<file path="src/rtl/stpa_pkg.sv">
// Shared types and constants for the sprite transformed pixel address block.
`timescale 1ns / 1ps

package stpa_pkg;

    // Field and register widths.
    localparam int FRAME_NUMBER_W = 16;
    localparam int COORD_W        = 10;
    localparam int FRAME_SIDE_W   = 9;
    localparam int SHEET_REG_W    = 13;
    localparam int ORIENT_W       = 3;
    localparam int ADDR_W         = 24;
    localparam int CFG_INDEX_W    = 3;
    localparam int CFG_DATA_W     = 13;

    // Default limits on the frame and sheet sides.
    localparam int MAX_FRAME_SIDE_DEFAULT = 256;
    localparam int MAX_SHEET_SIDE_DEFAULT = 4096;

    // Reset values of the configuration registers.
    localparam logic [FRAME_SIDE_W-1:0] FRAME_WIDTH_RESET    = 9'd16;
    localparam logic [FRAME_SIDE_W-1:0] FRAME_HEIGHT_RESET   = 9'd16;
    localparam logic [SHEET_REG_W-1:0]  SHEET_WIDTH_RESET    = 13'd16;
    localparam logic [SHEET_REG_W-1:0]  SHEET_HEIGHT_RESET   = 13'd16;
    localparam logic [SHEET_REG_W-1:0]  FRAMES_PER_ROW_RESET = 13'd1;

    typedef enum logic [CFG_INDEX_W-1:0] {
        REG_FRAME_WIDTH    = 3'd0,
        REG_FRAME_HEIGHT   = 3'd1,
        REG_SHEET_WIDTH    = 3'd2,
        REG_SHEET_HEIGHT   = 3'd3,
        REG_FRAMES_PER_ROW = 3'd4,
        REG_ORIENTATION    = 3'd5
    } cfg_reg_t;

    typedef enum logic [ORIENT_W-1:0] {
        ORIENT_NONE          = 3'd0,
        ORIENT_MIRROR_ROT180 = 3'd1,
        ORIENT_MIRROR        = 3'd2,
        ORIENT_ROT180        = 3'd3,
        ORIENT_MIRROR_ROT270 = 3'd4,
        ORIENT_ROT90         = 3'd5,
        ORIENT_ROT270        = 3'd6,
        ORIENT_MIRROR_ROT90  = 3'd7
    } orient_t;

endpackage

</file>
<file path="src/rtl/sprite_transformed_pixel_address.sv">
// Sprite-sheet pixel address generator with eight orientations, fully pipelined.
// Each accepted request passes through the input stage, the frame-number divider,
// and the multiply, bound check and address multiply-add stages before it shows on
// m_valid. Throughput: one request per cycle while the skid register is empty.
// The 16-step divider pipeline sets the latency; the 12x13 address multiply sets the
// longest stage. Reset clears the pipeline and loads the configuration defaults.
`timescale 1ns / 1ps

module sprite_transformed_pixel_address
    import stpa_pkg::*;
#(
    parameter int MAX_FRAME_SIDE = MAX_FRAME_SIDE_DEFAULT,
    parameter int MAX_SHEET_SIDE = MAX_SHEET_SIDE_DEFAULT
) (
    input  logic                      aclk,
    input  logic                      aresetn,

    // Configuration write channel.
    input  logic                      cfg_valid,
    output logic                      cfg_ready,
    input  logic [CFG_INDEX_W-1:0]    cfg_index,
    input  logic [CFG_DATA_W-1:0]     cfg_data,

    // Request channel.
    input  logic                      s_valid,
    output logic                      s_ready,
    input  logic [FRAME_NUMBER_W-1:0] s_frame_number,
    input  logic signed [COORD_W-1:0] s_screen_x,
    input  logic signed [COORD_W-1:0] s_screen_y,

    // Result channel.
    output logic                      m_valid,
    input  logic                      m_ready,
    output logic [ADDR_W-1:0]         m_pixel_address,
    output logic                      m_in_range
);

    // The divider produces one quotient bit per stage.
    localparam int DIV_STEPS = FRAME_NUMBER_W;

    // Side caps. When the limit is at or above what the register can hold, the
    // cap is the all-ones value and never takes effect.
    localparam int FRAME_REG_MAX = (1 << FRAME_SIDE_W) - 1;
    localparam int SHEET_REG_MAX = (1 << SHEET_REG_W) - 1;
    localparam logic [FRAME_SIDE_W-1:0] FRAME_CAP =
        (MAX_FRAME_SIDE < FRAME_REG_MAX) ? FRAME_SIDE_W'(MAX_FRAME_SIDE) : '1;
    localparam logic [SHEET_REG_W-1:0] SHEET_CAP =
        (MAX_SHEET_SIDE < SHEET_REG_MAX) ? SHEET_REG_W'(MAX_SHEET_SIDE) : '1;

    // A sheet coordinate that passes the bound check is below MAX_SHEET_SIDE.
    localparam int SIDE_W   = $clog2(MAX_SHEET_SIDE);
    localparam int PX_W     = SHEET_REG_W + FRAME_SIDE_W;
    localparam int PY_W     = FRAME_NUMBER_W + FRAME_SIDE_W;
    localparam int APROD_W  = SIDE_W + SHEET_REG_W;
    localparam int ASUM_W   = APROD_W + 1;
    localparam int AEXT_W   = (ASUM_W > ADDR_W) ? ASUM_W : ADDR_W;

    // ------------------------------------------------------------------
    // Configuration registers. Writes to indexes past the list are dropped.
    // ------------------------------------------------------------------
    logic [FRAME_SIDE_W-1:0] frame_width_reg;
    logic [FRAME_SIDE_W-1:0] frame_height_reg;
    logic [SHEET_REG_W-1:0]  sheet_width_reg;
    logic [SHEET_REG_W-1:0]  sheet_height_reg;
    logic [SHEET_REG_W-1:0]  frames_per_row_reg;
    orient_t                 orientation_reg;

    assign cfg_ready = 1'b1;

    always_ff @(posedge aclk) begin
        if (!aresetn) begin
            frame_width_reg    <= FRAME_WIDTH_RESET;
            frame_height_reg   <= FRAME_HEIGHT_RESET;
            sheet_width_reg    <= SHEET_WIDTH_RESET;
            sheet_height_reg   <= SHEET_HEIGHT_RESET;
            frames_per_row_reg <= FRAMES_PER_ROW_RESET;
            orientation_reg    <= ORIENT_NONE;
        end else if (cfg_valid) begin
            case (cfg_reg_t'(cfg_index))
                REG_FRAME_WIDTH:    frame_width_reg    <= cfg_data[FRAME_SIDE_W-1:0];
                REG_FRAME_HEIGHT:   frame_height_reg   <= cfg_data[FRAME_SIDE_W-1:0];
                REG_SHEET_WIDTH:    sheet_width_reg    <= cfg_data[SHEET_REG_W-1:0];
                REG_SHEET_HEIGHT:   sheet_height_reg   <= cfg_data[SHEET_REG_W-1:0];
                REG_FRAMES_PER_ROW: frames_per_row_reg <= cfg_data[SHEET_REG_W-1:0];
                REG_ORIENTATION:    orientation_reg    <= orient_t'(cfg_data[ORIENT_W-1:0]);
                default: begin
                end
            endcase
        end
    end

    // Effective configuration values. The user must change the configuration only while
    // the block is idle; the block itself does not enforce it. Every stage reads these directly.
    logic [FRAME_SIDE_W-1:0] fw_cap;
    logic [FRAME_SIDE_W-1:0] fh_cap;
    logic [SHEET_REG_W-1:0]  sw_cap;
    logic [SHEET_REG_W-1:0]  sh_cap;
    logic [SHEET_REG_W-1:0]  fpr_eff;
    logic                    quarter_turn;
    logic [FRAME_SIDE_W-1:0] disp_w;
    logic [FRAME_SIDE_W-1:0] disp_h;

    always_comb begin
        fw_cap  = (frame_width_reg  > FRAME_CAP) ? FRAME_CAP : frame_width_reg;
        fh_cap  = (frame_height_reg > FRAME_CAP) ? FRAME_CAP : frame_height_reg;
        sw_cap  = (sheet_width_reg  > SHEET_CAP) ? SHEET_CAP : sheet_width_reg;
        sh_cap  = (sheet_height_reg > SHEET_CAP) ? SHEET_CAP : sheet_height_reg;
        fpr_eff = (frames_per_row_reg == '0) ? SHEET_REG_W'(1) : frames_per_row_reg;
        // The quarter-turn orientations all have the top code bit set.
        quarter_turn = orientation_reg[ORIENT_W-1];
        disp_w = quarter_turn ? fh_cap : fw_cap;
        disp_h = quarter_turn ? fw_cap : fh_cap;
    end

    // ------------------------------------------------------------------
    // Pipeline control. The whole pipe moves together while the skid
    // register is empty. When a result reaches a stalled output it parks
    // in the skid register, and the pipe holds until the skid drains, so
    // no requests are taken while a result waits in the skid register.
    // ------------------------------------------------------------------
    logic skid_valid_reg;
    logic pipe_en;

    assign pipe_en = !skid_valid_reg;
    assign s_ready = pipe_en;

    // ------------------------------------------------------------------
    // Input stage: undo the orientation and check the displayed bounds.
    // ------------------------------------------------------------------
    logic [FRAME_SIDE_W-1:0] x_u;
    logic [FRAME_SIDE_W-1:0] y_u;
    logic                    xy_ok;
    logic [FRAME_SIDE_W-1:0] src_x;
    logic [FRAME_SIDE_W-1:0] src_y;
    logic [FRAME_SIDE_W-1:0] flip_x_w;
    logic [FRAME_SIDE_W-1:0] flip_y_w;
    logic [FRAME_SIDE_W-1:0] flip_x_h;
    logic [FRAME_SIDE_W-1:0] flip_y_h;

    always_comb begin
        x_u   = s_screen_x[COORD_W-2:0];
        y_u   = s_screen_y[COORD_W-2:0];
        xy_ok = !s_screen_x[COORD_W-1] && !s_screen_y[COORD_W-1]
                && (x_u < disp_w) && (y_u < disp_h);

        // Mirrored coordinates; they only matter when the position is in bounds,
        // and then they never go negative.
        flip_x_w = fw_cap - FRAME_SIDE_W'(1) - x_u;
        flip_y_w = fw_cap - FRAME_SIDE_W'(1) - y_u;
        flip_x_h = fh_cap - FRAME_SIDE_W'(1) - x_u;
        flip_y_h = fh_cap - FRAME_SIDE_W'(1) - y_u;

        case (orientation_reg)
            ORIENT_MIRROR_ROT180: begin
                src_x = x_u;
                src_y = flip_y_h;
            end
            ORIENT_MIRROR: begin
                src_x = flip_x_w;
                src_y = y_u;
            end
            ORIENT_ROT180: begin
                src_x = flip_x_w;
                src_y = flip_y_h;
            end
            ORIENT_MIRROR_ROT270: begin
                src_x = y_u;
                src_y = x_u;
            end
            ORIENT_ROT90: begin
                src_x = y_u;
                src_y = flip_x_h;
            end
            ORIENT_ROT270: begin
                src_x = flip_y_w;
                src_y = x_u;
            end
            ORIENT_MIRROR_ROT90: begin
                src_x = flip_y_w;
                src_y = flip_x_h;
            end
            default: begin
                src_x = x_u;
                src_y = y_u;
            end
        endcase
    end

    // ------------------------------------------------------------------
    // Divider pipeline: frame_number / frames_per_row, restoring division,
    // one quotient bit per stage. Stage 0 is the input register; stage k
    // holds the state after k steps. After the last step dq holds the
    // quotient (frame row) and rem the remainder (frame column).
    // ------------------------------------------------------------------
    logic [DIV_STEPS:0]        div_valid_reg;
    logic [SHEET_REG_W-1:0]    rem_reg  [0:DIV_STEPS];
    logic [FRAME_NUMBER_W-1:0] dq_reg   [0:DIV_STEPS];
    logic [FRAME_SIDE_W-1:0]   sx_reg   [0:DIV_STEPS];
    logic [FRAME_SIDE_W-1:0]   sy_reg   [0:DIV_STEPS];
    logic [DIV_STEPS:0]        ok_reg;

    logic [SHEET_REG_W-1:0]    rem_next [1:DIV_STEPS];
    logic [FRAME_NUMBER_W-1:0] dq_next  [1:DIV_STEPS];
    logic [SHEET_REG_W:0]      trial    [1:DIV_STEPS];
    logic [SHEET_REG_W:0]      trial_sub[1:DIV_STEPS];
    logic                      trial_ge [1:DIV_STEPS];

    always_comb begin
        for (int k = 1; k <= DIV_STEPS; k++) begin
            trial[k]     = {rem_reg[k-1], dq_reg[k-1][FRAME_NUMBER_W-1]};
            trial_sub[k] = trial[k] - {1'b0, fpr_eff};
            trial_ge[k]  = trial[k] >= {1'b0, fpr_eff};
            rem_next[k]  = trial_ge[k] ? trial_sub[k][SHEET_REG_W-1:0]
                                       : trial[k][SHEET_REG_W-1:0];
            dq_next[k]   = {dq_reg[k-1][FRAME_NUMBER_W-2:0], trial_ge[k]};
        end
    end

    // ------------------------------------------------------------------
    // Back-end stages.
    //   P: frame column * frame width and frame row * frame height.
    //   C: add the source position and check against the sheet bounds.
    //   A: sheet row * sheet width.
    // The final add and the out-of-range clear feed the output register.
    // ------------------------------------------------------------------
    logic                    p_valid_reg;
    logic [PX_W-1:0]         px_reg;
    logic [PY_W-1:0]         py_reg;
    logic [FRAME_SIDE_W-1:0] p_sx_reg;
    logic [FRAME_SIDE_W-1:0] p_sy_reg;
    logic                    p_ok_reg;

    logic                    c_valid_reg;
    logic [SIDE_W-1:0]       gx_reg;
    logic [SIDE_W-1:0]       gy_reg;
    logic                    c_ok_reg;

    logic                    a_valid_reg;
    logic [APROD_W-1:0]      aprod_reg;
    logic [SIDE_W-1:0]       a_gx_reg;
    logic                    a_ok_reg;

    logic [PX_W:0]           gx_full;
    logic [PY_W:0]           gy_full;
    logic                    c_ok_next;
    logic [ASUM_W-1:0]       asum;
    logic [AEXT_W-1:0]       asum_ext;
    logic [ADDR_W-1:0]       addr_next;
    logic                    in_range_next;

    always_comb begin
        gx_full   = {1'b0, px_reg} + (PX_W + 1)'(p_sx_reg);
        gy_full   = {1'b0, py_reg} + (PY_W + 1)'(p_sy_reg);
        c_ok_next = p_ok_reg
                    && (gx_full < (PX_W + 1)'(sw_cap))
                    && (gy_full < (PY_W + 1)'(sh_cap));

        asum          = {1'b0, aprod_reg} + ASUM_W'(a_gx_reg);
        asum_ext      = AEXT_W'(asum);
        in_range_next = a_ok_reg;
        addr_next     = a_ok_reg ? asum_ext[ADDR_W-1:0] : '0;
    end

    // Valid bits travel with the data.
    always_ff @(posedge aclk) begin
        if (!aresetn) begin
            div_valid_reg <= '0;
            p_valid_reg   <= 1'b0;
            c_valid_reg   <= 1'b0;
            a_valid_reg   <= 1'b0;
        end else if (pipe_en) begin
            div_valid_reg <= {div_valid_reg[DIV_STEPS-1:0], s_valid};
            p_valid_reg   <= div_valid_reg[DIV_STEPS];
            c_valid_reg   <= p_valid_reg;
            a_valid_reg   <= c_valid_reg;
        end
    end

    always_ff @(posedge aclk) begin
        if (pipe_en) begin
            rem_reg[0] <= '0;
            dq_reg[0]  <= s_frame_number;
            sx_reg[0]  <= src_x;
            sy_reg[0]  <= src_y;
            ok_reg[0]  <= xy_ok;
            for (int k = 1; k <= DIV_STEPS; k++) begin
                rem_reg[k] <= rem_next[k];
                dq_reg[k]  <= dq_next[k];
                sx_reg[k]  <= sx_reg[k-1];
                sy_reg[k]  <= sy_reg[k-1];
                ok_reg[k]  <= ok_reg[k-1];
            end

            px_reg   <= rem_reg[DIV_STEPS] * fw_cap;
            py_reg   <= dq_reg[DIV_STEPS] * fh_cap;
            p_sx_reg <= sx_reg[DIV_STEPS];
            p_sy_reg <= sy_reg[DIV_STEPS];
            p_ok_reg <= ok_reg[DIV_STEPS];

            // In range means both sums are below a sheet side, so they fit SIDE_W.
            gx_reg   <= gx_full[SIDE_W-1:0];
            gy_reg   <= gy_full[SIDE_W-1:0];
            c_ok_reg <= c_ok_next;

            aprod_reg <= gy_reg * sw_cap;
            a_gx_reg  <= gx_reg;
            a_ok_reg  <= c_ok_reg;
        end
    end

    // ------------------------------------------------------------------
    // Output register and skid register.
    // ------------------------------------------------------------------
    logic                m_valid_reg;
    logic [ADDR_W-1:0]   m_addr_reg;
    logic                m_in_range_reg;
    logic [ADDR_W-1:0]   skid_addr_reg;
    logic                skid_in_range_reg;
    logic                out_load;
    logic                skid_load;
    logic                skid_drain;

    always_comb begin
        out_load   = pipe_en && (!m_valid_reg || m_ready);
        skid_load  = pipe_en && m_valid_reg && !m_ready && a_valid_reg;
        skid_drain = skid_valid_reg && m_ready;
    end

    always_ff @(posedge aclk) begin
        if (!aresetn) begin
            m_valid_reg    <= 1'b0;
            skid_valid_reg <= 1'b0;
        end else begin
            if (out_load) begin
                m_valid_reg <= a_valid_reg;
            end
            if (skid_load) begin
                skid_valid_reg <= 1'b1;
            end else if (skid_drain) begin
                skid_valid_reg <= 1'b0;
            end
        end
    end

    always_ff @(posedge aclk) begin
        if (out_load) begin
            m_addr_reg     <= addr_next;
            m_in_range_reg <= in_range_next;
        end else if (skid_drain) begin
            m_addr_reg     <= skid_addr_reg;
            m_in_range_reg <= skid_in_range_reg;
        end
        if (skid_load) begin
            skid_addr_reg     <= addr_next;
            skid_in_range_reg <= in_range_next;
        end
    end

    assign m_valid         = m_valid_reg;
    assign m_pixel_address = m_addr_reg;
    assign m_in_range      = m_in_range_reg;

endmodule

</file>
<file path="config.mk">
export PLATFORM = sky130hd
export DESIGN_NAME = sprite_transformed_pixel_address
export DESIGN_NICKNAME = d
export VERILOG_FILES = /design/src/rtl/stpa_pkg.sv /design/src/rtl/sprite_transformed_pixel_address.sv
export SDC_FILE = /design/constraint.sdc
export NUM_CORES = 2
export LEC_CHECK = 0
export ABC_AREA = 1
export BUFFER_PORTS_ARGS = -buffer_cell sky130_fd_sc_hd__buf_2
export CORE_MARGIN = 2
export CORE_UTILIZATION = 50
export CTS_BUF_LIST = sky130_fd_sc_hd__clkbuf_8
export DETAILED_ROUTE_END_ITERATION = 10
export PLACE_DENSITY = 0.73
export SETUP_SLACK_MARGIN = 0.02
export SLEW_MARGIN = 20
export SYNTH_ARGS = -nofsm -noshare
export SYNTH_HDL_FRONTEND = slang
export SYNTH_SLANG_ARGS = --single-unit
</file>
<file path="constraint.sdc">
create_clock -name aclk -period 35.4 [get_ports aclk]
set_clock_uncertainty 0.15 [all_clocks]
set_input_delay 5.31 -clock aclk [delete_from_list [all_inputs] [get_ports aclk]]
set_output_delay 5.31 -clock aclk [all_outputs]
set_load 0.05 [all_outputs]
</file>
==> results.txt <==
The tightest min-delay check is of the flop to flop type. The signal on the critical path passes through inv_8, buf_2. The maximum fanout count along the critical path is 100. The first routing iteration left 3,708 violations. The overflow left after global routing came out at 0. Counting every sink on the clock net gives 1,063.

The routed wire length came out at 134.5 mm. The aggregate global-route resource usage is 0.2141. In the synthesized netlist the dominant register cell turns out to be edfxtp_1. The die is 355.2 um wide.

The first-pass GRT wire length is 213.6 mm. The number of max-slew violations in the final report came out at 0. For this run, the detailed router's first-pass iteration total came to 6. The post-synthesis area per instance came out at 10.45 um^2. The remaining antenna violation count is 0. The number of fill cells came out at 10,460. For this configuration, the core starts out at a cell density of 0.5053. The fraction of layout cells with a size suffix above 1 is 0.06640. The count of port buffers added during placement is 83.

The count of pins on the block boundary is 85. After detailed routing, the number of remaining DRC violations is 0. The static leakage came out at 29.61 nW. In the layout the commonest cells are nand2_1 (1,050), edfxtp_1 (981), inv_1 (760). Final hold analysis gives a worst-case slack of 223.0 ps. Setup repair after global routing left no endpoint under its margin. The number of hold-repair buffers added at the cts stage came out at 0.

The transition time of the tightest slew-check pin is 1204 ps. Together, buffers and inverters on the worst path number 2. The synthesized netlist cell count is 5,899. The post-synth net total came out at 6,694. The post-cts resize count is 0. The tightest slew margin relative to the limit is 0.1967. The setup fix buffers added after clock tree synthesis came out at 0. The register area share after synthesis came out at 0.5043. Derived from the worst setup path, the maximum achievable clock frequency is 129.8 MHz. The number of hold violations in the final report is 0. The ratio of final minimum period to clock period is 0.2176. Leaving out fill and tap cells, the most frequent cell in the layout is nand2_1. The power per cell area came out at 77.10 mW/mm^2. The cell area that synthesis handed to floorplanning was 0.06167 mm^2. The largest net degree at the start of global routing came out at 204. The clock tree buffer depth came out at 3. The worst endpoint data arrival time came out at 2240 ps.

The kind of cell with the highest combined delay along the critical path is buffers and inverters. The total die area is 0.1262 mm^2. Once detailed placement completed, the half-perimeter wirelength came to 97.73 mm. The floorplan step set the die height to 355.2 um.

The flow ran to the end, and the final reports show no timing, DRC or antenna violations. The maximum resistive drop on vdd is 0.05667 mV. The via count of the first global-routing pass came to 40,740.

After floorplanning, the core was divided into 128 placement rows. The highest-delay cell along the critical path is inv_8. The storage element area came out at 0.03110 mm^2. The via count of the routed design came out at 41,780. The combined area of the multi-input logic cells came out at 0.02734 mm^2. The number of nets in the layout is 6,858. The via density per instance is 5.336.

The TritonCTS buffer count came out at 174. The number of antenna violations at the first check in global routing came to 8. The register with the most flip-flops in the layout has 272 of them.

The count of H-tree levels built during CTS is 4. The largest incremental delay on the critical path came out at 440 ps. In this run the clock root is driven by a clkbuf_8. The number of max-cap violations is 0. TritonCTS built the clock tree. The endpoint kind of the worst setup timing path is a primary output.

The Yosys step of the flow raised 0 warnings. The placer's final routability congestion estimate is 0.9345. By startpoint and endpoint, the worst setup path is classified as flop to primary output.

The area inside the core boundary came out at 0.1220 mm^2. For this run, asynchronously set or reset flops after synthesis account for 0. The minimum clock period is 7704 ps. The sum of negative setup slack is 0 ps.

The number of distinct library cell variants in the gate-level netlist after synthesis came out at 57. Clock-pin slew was measured on the worst setup and hold paths at 60 ps. The required time at the endpoint of the critical path is 29,940 ps.

The average wire per standard cell came out at 17.17 um. The worst setup path is launched from a flop. For the worst-skew pair, the clock arrives at the later sink with an insertion delay of 900 ps. The number of enable flip-flop cells after synthesis came out at 981.

The synthesis-to-finish area growth is 9.017%. The final core area utilization is 0.5509. The number of setup violations in the final report came out at 0. Counting flops and latches in the post-synthesis netlist gives 1,063.
## kinds of logic (layout without fill, tap and decap cells)
logic type      count (synthesis)  count (layout)  synth area share
flops                        1063            1063            0.5043
buf+inv                       835            1141           0.05255
other cells                     1               2        0.00006081
xor+xnor                      250             250           0.03551
compound gates                902             902           0.07988
simple gates                 2110            2110            0.1407
fa+ha+maj                     738             738            0.1870
## power breakdown
group          internal (W)  switching, W  total [W]  leakage [nW]
logic              0.000811       0.00131    0.00212          16.6
clock network      0.000548      0.000500    0.00105          1.93
registers           0.00180      0.000215    0.00201          11.1
## synth_stat cells, drive strengths merged, types with 9 or more instances
| cell | instances | area, um^2 |
|---|---|---|
| xor2 | 138 | 1209 |
| o21bai | 9 | 67.56 |
| o21ai | 264 | 1355 |
| ha | 432 | 5405 |
| inv | 711 | 2671 |
| fa | 306 | 6126 |
| nand4 | 48 | 300.3 |
| edfxtp | 981 | 29460 |
| a221oi | 16 | 140.1 |
| nand2 | 1053 | 3965 |
| dfxtp | 82 | 1642 |
| nand3 | 222 | 1206 |
| a31oi | 31 | 193.9 |
| or2 | 28 | 175.2 |
| a21oi | 485 | 2431 |
| nor3 | 51 | 270.3 |
| a21o | 37 | 277.8 |
| nor2 | 689 | 2611 |
| buf | 54 | 302.8 |
| xnor2 | 112 | 980.9 |
| nand3b | 9 | 67.56 |
| a21boi | 21 | 157.6 |
| clkbuf | 67 | 255.2 |
| o211ai | 16 | 120.1 |
## area by class of cell
class | instances | share of cell area
flip-flops and latches | 1063 | 0.4626
multi-input cells | 4001 | 0.4067
inverters | 714 | 0.04002
clock buffers | 178 | 0.03644
well taps | 1625 | 0.03024
clock inverters | 140 | 0.01415
repair buffers | 109 | 0.009753
diodes | 1 | 0.00003722
## final timing paths
check	from	end	slack [ps]	cells after the start
worst max-delay path	skid_valid_reg	s_ready	27700	2
worst min-delay path	dq_reg[1][43]	dq_reg[1][60]	220	0
worst max register to register	sheet_width_reg[4]	aprod_reg[21]	28890	25
worst min register to register	dq_reg[1][43]	dq_reg[1][60]	220	0
## per-stage QoR
step | total power [W] | cells | area, um^2 | setup WS [ps]
global placement | 0.004064 | 7511 | 63780 | 27590
CTS | 0.005197 | 7829 | 67180 | 27590
detailed placement | 0.004118 | 7511 | 63780 | 27620
floorplan | 0.003570 | 5899 | 61670 | 3856
finish | 0.005183 | 7831 | 67230 | 27700
global route | 0.005579 | 7831 | 67230 | 27550
## metal layers
layer,up-vias,wire (um),GRT usage
li1,20300,-,-
met1,20020,60190,0.2936
met2,1226,61740,0.3434
met3,236,8708,0.04015
met4,4,3796,0.07322
met5,-,23,0
No activity file was read; power rests on OpenSTA's default activity.
